File: src/rtl/divq_pkg.sv
// Shared types and codes of the deduplicating interrupt vector queue.
package divq_pkg;

    localparam int CMD_W    = 2;
    localparam int LEVEL_W  = 3;
    localparam int VEC_W    = 8;
    localparam int STATUS_W = 3;

    // Command codes; any other code behaves as a poll.
    localparam logic [CMD_W-1:0] CMD_PUSH = 2'd0;
    localparam logic [CMD_W-1:0] CMD_POP  = 2'd1;
    localparam logic [CMD_W-1:0] CMD_POLL = 2'd2;

    // Result status codes.
    localparam logic [STATUS_W-1:0] ST_STORED = 3'd0;
    localparam logic [STATUS_W-1:0] ST_DUP    = 3'd1;
    localparam logic [STATUS_W-1:0] ST_FULL   = 3'd2;
    localparam logic [STATUS_W-1:0] ST_POPPED = 3'd3;
    localparam logic [STATUS_W-1:0] ST_EMPTY  = 3'd4;
    localparam logic [STATUS_W-1:0] ST_POLLED = 3'd5;

    // Control toward the ring store and its pointers.
    typedef struct packed {
        logic [LEVEL_W-1:0] level;
        logic               push;
        logic               pop;
        logic [VEC_W-1:0]   vec;
    } t_ring_ctl;

    // Pointer status of the addressed level.
    typedef struct packed {
        logic empty;
        logic full;
        logic last;
    } t_ring_stat;

    // Control toward the presence bit memory.
    typedef struct packed {
        logic [LEVEL_W-1:0] rd_level;
        logic [VEC_W-1:0]   rd_vec;
        logic               wr_en;
        logic [LEVEL_W-1:0] wr_level;
        logic [VEC_W-1:0]   wr_vec;
        logic               wr_bit;
    } t_pres_ctl;

endpackage

File: src/rtl/divq_presence.sv
// Presence bit memory with a clearing sweep after reset.
module divq_presence #(
    parameter int LEVELS = 8
) (
    input  logic                i_clk,
    input  logic                i_rst_n,
    input  divq_pkg::t_pres_ctl i_ctl,
    output logic                o_rd_bit,
    output logic                o_busy
);

    localparam int LVL_W     = (LEVELS > 1) ? $clog2(LEVELS) : 1;
    localparam int VSPACE    = 1 << divq_pkg::VEC_W;
    localparam int CNT_W     = LVL_W + divq_pkg::VEC_W;
    localparam logic [CNT_W-1:0] CLR_LAST = CNT_W'(LEVELS * VSPACE - 1);

    logic             pres_mem [LEVELS][VSPACE];
    logic             r_rd_bit;
    logic             r_busy;
    logic [CNT_W-1:0] r_clr_cnt;

    logic [LVL_W-1:0] rd_idx;
    logic [LVL_W-1:0] wr_idx;

    // Out-of-range levels fall back to level zero; their results are unused.
    assign rd_idx = (32'(i_ctl.rd_level) < LEVELS) ? LVL_W'(i_ctl.rd_level) : '0;
    assign wr_idx = (32'(i_ctl.wr_level) < LEVELS) ? LVL_W'(i_ctl.wr_level) : '0;

    // Clearing sweep, one entry per cycle.
    always_ff @(posedge i_clk) begin
        if (!i_rst_n) begin
            r_busy    <= 1'b1;
            r_clr_cnt <= '0;
        end else if (r_busy) begin
            if (r_clr_cnt == CLR_LAST) begin
                r_busy <= 1'b0;
            end else begin
                r_clr_cnt <= r_clr_cnt + CNT_W'(1);
            end
        end
    end

    // Memory: one write port shared by the sweep and updates, one read port.
    always_ff @(posedge i_clk) begin
        if (r_busy) begin
            pres_mem[r_clr_cnt[CNT_W-1:divq_pkg::VEC_W]][r_clr_cnt[divq_pkg::VEC_W-1:0]] <= 1'b0;
        end else if (i_ctl.wr_en) begin
            pres_mem[wr_idx][i_ctl.wr_vec] <= i_ctl.wr_bit;
        end
        r_rd_bit <= pres_mem[rd_idx][i_ctl.rd_vec];
    end

    assign o_rd_bit = r_rd_bit;
    assign o_busy   = r_busy;

endmodule

File: config.mk
export PLATFORM = sky130hd
export DESIGN_NAME = divq_presence
export DESIGN_NICKNAME = d
export VERILOG_FILES = /design/src/rtl/divq_pkg.sv /design/src/rtl/divq_presence.sv
export SDC_FILE = /design/constraint.sdc
export NUM_CORES = 2
export LEC_CHECK = 0
export BUFFER_PORTS_ARGS = -buffer_cell sky130_fd_sc_hd__buf_4
export CORE_MARGIN = 2
export CORE_UTILIZATION = 35
export DETAILED_ROUTE_END_ITERATION = 8
export GPL_TIMING_DRIVEN = 0
export REMOVE_ABC_BUFFERS = 1
export SLEW_MARGIN = 20
export SYNTH_ARGS = -nofsm -noshare
export SYNTH_HDL_FRONTEND = slang
export SYNTH_SLANG_ARGS = --single-unit
File: constraint.sdc
create_clock -name i_clk -period 38.3 [get_ports i_clk]
set_input_delay 1.915 -clock i_clk [delete_from_list [all_inputs] [get_ports i_clk]]
set_output_delay 1.915 -clock i_clk [all_outputs]
set_load 0.01 [all_outputs]
==> results.ini <==
[pwr]
p_total_mw = 4.68
power_density_nw_per_um2 = 44.7
p_leak_nw = 33.3
ir_drop_mv = 0.0492

[sta]
fmax_ghz = 0.150
fin_skew_ns = 0.0427
setup-tns-final_ns = 0
grt_setup_unrepaired = no
maxSlewHeadroom_pct = 18.3
hold_viol = 0
drv_slew = 0
fin_ws_ns = 31.61
min_period_over_period_pct = 17.5
finalSetupViolCount = 0
worstMarginPinSlew_ns = 1.23
post-route-min-period_ns = 6.69

[critical_path]
reg2reg_depth = 8
crit_type = in2reg
crit_cells = 17
crit_top_cell = buf_16
critPathSlowestCell = nor4_2
crit_arrival_ns = 7.42
cp-start-kind = input port
cpPeakStageDelay_ns = 0.68
crit_chain = buf_8 -> buf_16 -> buf_16 -> buf_16 -> nand2b_4 -> buf_16 -> buf_12 -> buf_12 -> buf_12 -> o22ai_1 -> o32ai_1 -> a32o_1 -> a31oi_1 -> o2111ai_1 -> nor4_2 -> o2111ai_1 -> nand4_1
cp_top_family = buffers and inverters
cp.required_ns = 39.04
worstSetupEndpointType = flip-flop
path_max_fanout = 76
cp_num_buf_inv = 8

[finish]
final_common_cell = nor2_1
final_cell_mix = nor2_1 (2,092), edfxtp_1 (2,048), mux4_2 (305)
fin_nets = 6370
final_cells = 10000
layout-drive-gt1-share_pct = 14.2
fill_cells = 23700
areaGrowthSynthToFinish_pct = 14.3

[floorplan]
die_y_um = 515
boundaryPins = 28
dieArea_um2 = 266000
die_w_um = 515
rows = 187
start_util_pct = 35.2
core_um2 = 260000

[logic_synthesis]
synth_area_per_cell_um2 = 14.3
synth_cells = 6412
ys_ff_latch = 2061
synth_edf_count = 2048
synth_flop_cell = edfxtp_1
synth-seq-area-share_pct = 67.4
syn-cell-area_um2 = 91600
synth_async_sr_flop_share_pct = 0
synthDistinctLibCells = 72
synth_warnings = 0

[route]
first_pass_iters = 8
vias = 57500
drtIter0Drc = 6755
routedWlPerCell_um = 27.0
via_per_inst = 5.74
ant_nets = 0
wl_um = 271000
drc = 0

[place]
place.gp.congestion = 0.802
port_buffers = 27
dp_worst_setup_slack_ns = 30.88
dp.cells = 9622
hpwl_um = 165000

[global_routing]
grt-ovfl-total = 0
first_global_vias = 57200
antenna_found_initial = 18
grt_max_degree = 100
grt_usage_pct = 19.9
grt_pass1_wl_um = 389000

[clocking]
root_buffer = clkbuf_16
cts_setup_buffers = 0
clock-sinks = 2061
clk_path_buf_depth = 3
htree_levels = 4
cts_tree = yes
cts_hold_buf = 0
clkTransAtPathRegs_ns = 0.06
cts_resized = 0
cts_buffers = 210
clk_latency_ns = 0.88

[job]
drv_cap = 0

[hold_path]
holdPathStages = 2
hold_path.class = reg2reg

[status]
outcome = finished, final reports clean

==> flip-flops by register name, summed over array words and instances, names as in the netlist <==
signal,flops
o_busy,1
o_rd_bit,1
pres_mem,2048
r_clr_cnt,11
==> through the flow <==
| stage | hold slack, ns | utilization, % | area, um2 |
|---|---|---|---|
| after floorplan | 0.519 | - | 88700 |
| after global placement | 0.566 | 35.9 | 93300 |
| after detailed placement | 0.614 | 37.7 | 97900 |
| after CTS | 0.622 | 40.3 | 105000 |
| after global routing | 0.665 | 40.3 | 105000 |
| final | 0.624 | 40.3 | 105000 |
==> layout make-up <==
class / count / area, um2 / share of cell area [%]
Sequential cell: 2061 / 61800 / 59.0
Clock inverter: 132 / 1330 / 1.27
Clock buffer: 259 / 5440 / 5.19
Timing Repair Buffer: 219 / 4250 / 4.06
Tap cell: 3496 / 4370 / 4.18
Multi-Input combinational cell: 3840 / 27500 / 26.2
Antenna cell: 9 / 22.5 / 0.0215
Inverter: 8 / 45.0 / 0.0430
==> routing by layer <==
layer	global-route usage (%)	wire length, um	vias to the layer above
li1	-	-	24200
met1	24.8	101000	29800
met2	33.6	132000	2875
met3	3.87	24600	637
met4	8.96	12900	6
met5	0	39	-
==> tightest hold or removal path, delay by kind of cell, from the launching register on <==
kind,cells,cell delay (ns)
simple gates,1,0.06
flops,1,0.38
compound gates,1,0.14
==> worst paths after layout <==
kind	start	end	slack (ns)
setup reg to reg	o_busy	pres_mem[1][67]	34.29
hold / removal	r_clr_cnt[8]	r_clr_cnt[8]	0.62
hold reg to reg	r_clr_cnt[8]	r_clr_cnt[8]	0.62
setup / recovery	i_ctl[22]	o_rd_bit	31.61
==> cells in the mapped netlist, types with 4 or more instances <==
cell	count	area [um2]
nor2_1	2142	8040
edfxtp_1	2048	61500
mux4_2	305	6870
clkbuf_1	304	1140
mux2i_1	279	2790
a22oi_1	271	2030
o221ai_1	119	1040
nand2_1	99	372
mux4_1	90	2360
a21oi_1	70	350
o22ai_1	66	413
o21ai_0	63	315
buf_1	56	210
nor3_1	56	280
buf_2	42	210
nand3_1	37	185
buf_6	33	372
buf_8	26	390
nor4_1	24	150
nand2b_1	22	138
buf_4	21	158
nand4_1	18	113
and2_1	17	106
buf_12	17	340
a32oi_1	15	131
dfxtp_1	13	260
mux2_2	13	146
nor2b_1	13	81.3
a31oi_1	11	68.8
or3_1	9	56.3
a211oi_1	8	60.1
a2111oi_0	7	61.3
inv_1	7	26.3
xnor2_1	7	61.3
a22o_1	6	52.6
o32ai_1	6	52.6
nor3b_1	5	37.5
o2111ai_1	5	43.8
o311ai_0	5	43.8
a211o_1	4	35.0
ha_1	4	50.1
nand3b_1	4	30.0
==> where the power goes <==
part           total (mW)  switching, mW  internal, mW
Clock                2.04          0.886          1.15
Sequential           2.44       0.000639          2.44
Combinational       0.196          0.123        0.0735
==> logic make-up (layout without fill, tap and decap cells) <==
family | after synthesis | in the layout | synth area share, %
and+or+nand+nor | 2468 | 2468 | 10.7
DFF | 2061 | 2061 | 67.4
muxes | 687 | 687 | 13.3
AOI/OAI and AO/OA | 674 | 674 | 5.32
buffers and inverters | 511 | 618 | 3.15
xor gates and xnor gates | 7 | 7 | 0.0670
adders and majority gates | 4 | 4 | 0.0547
other | 0 | 9 | 0
(Power assumes the default switching activity.)
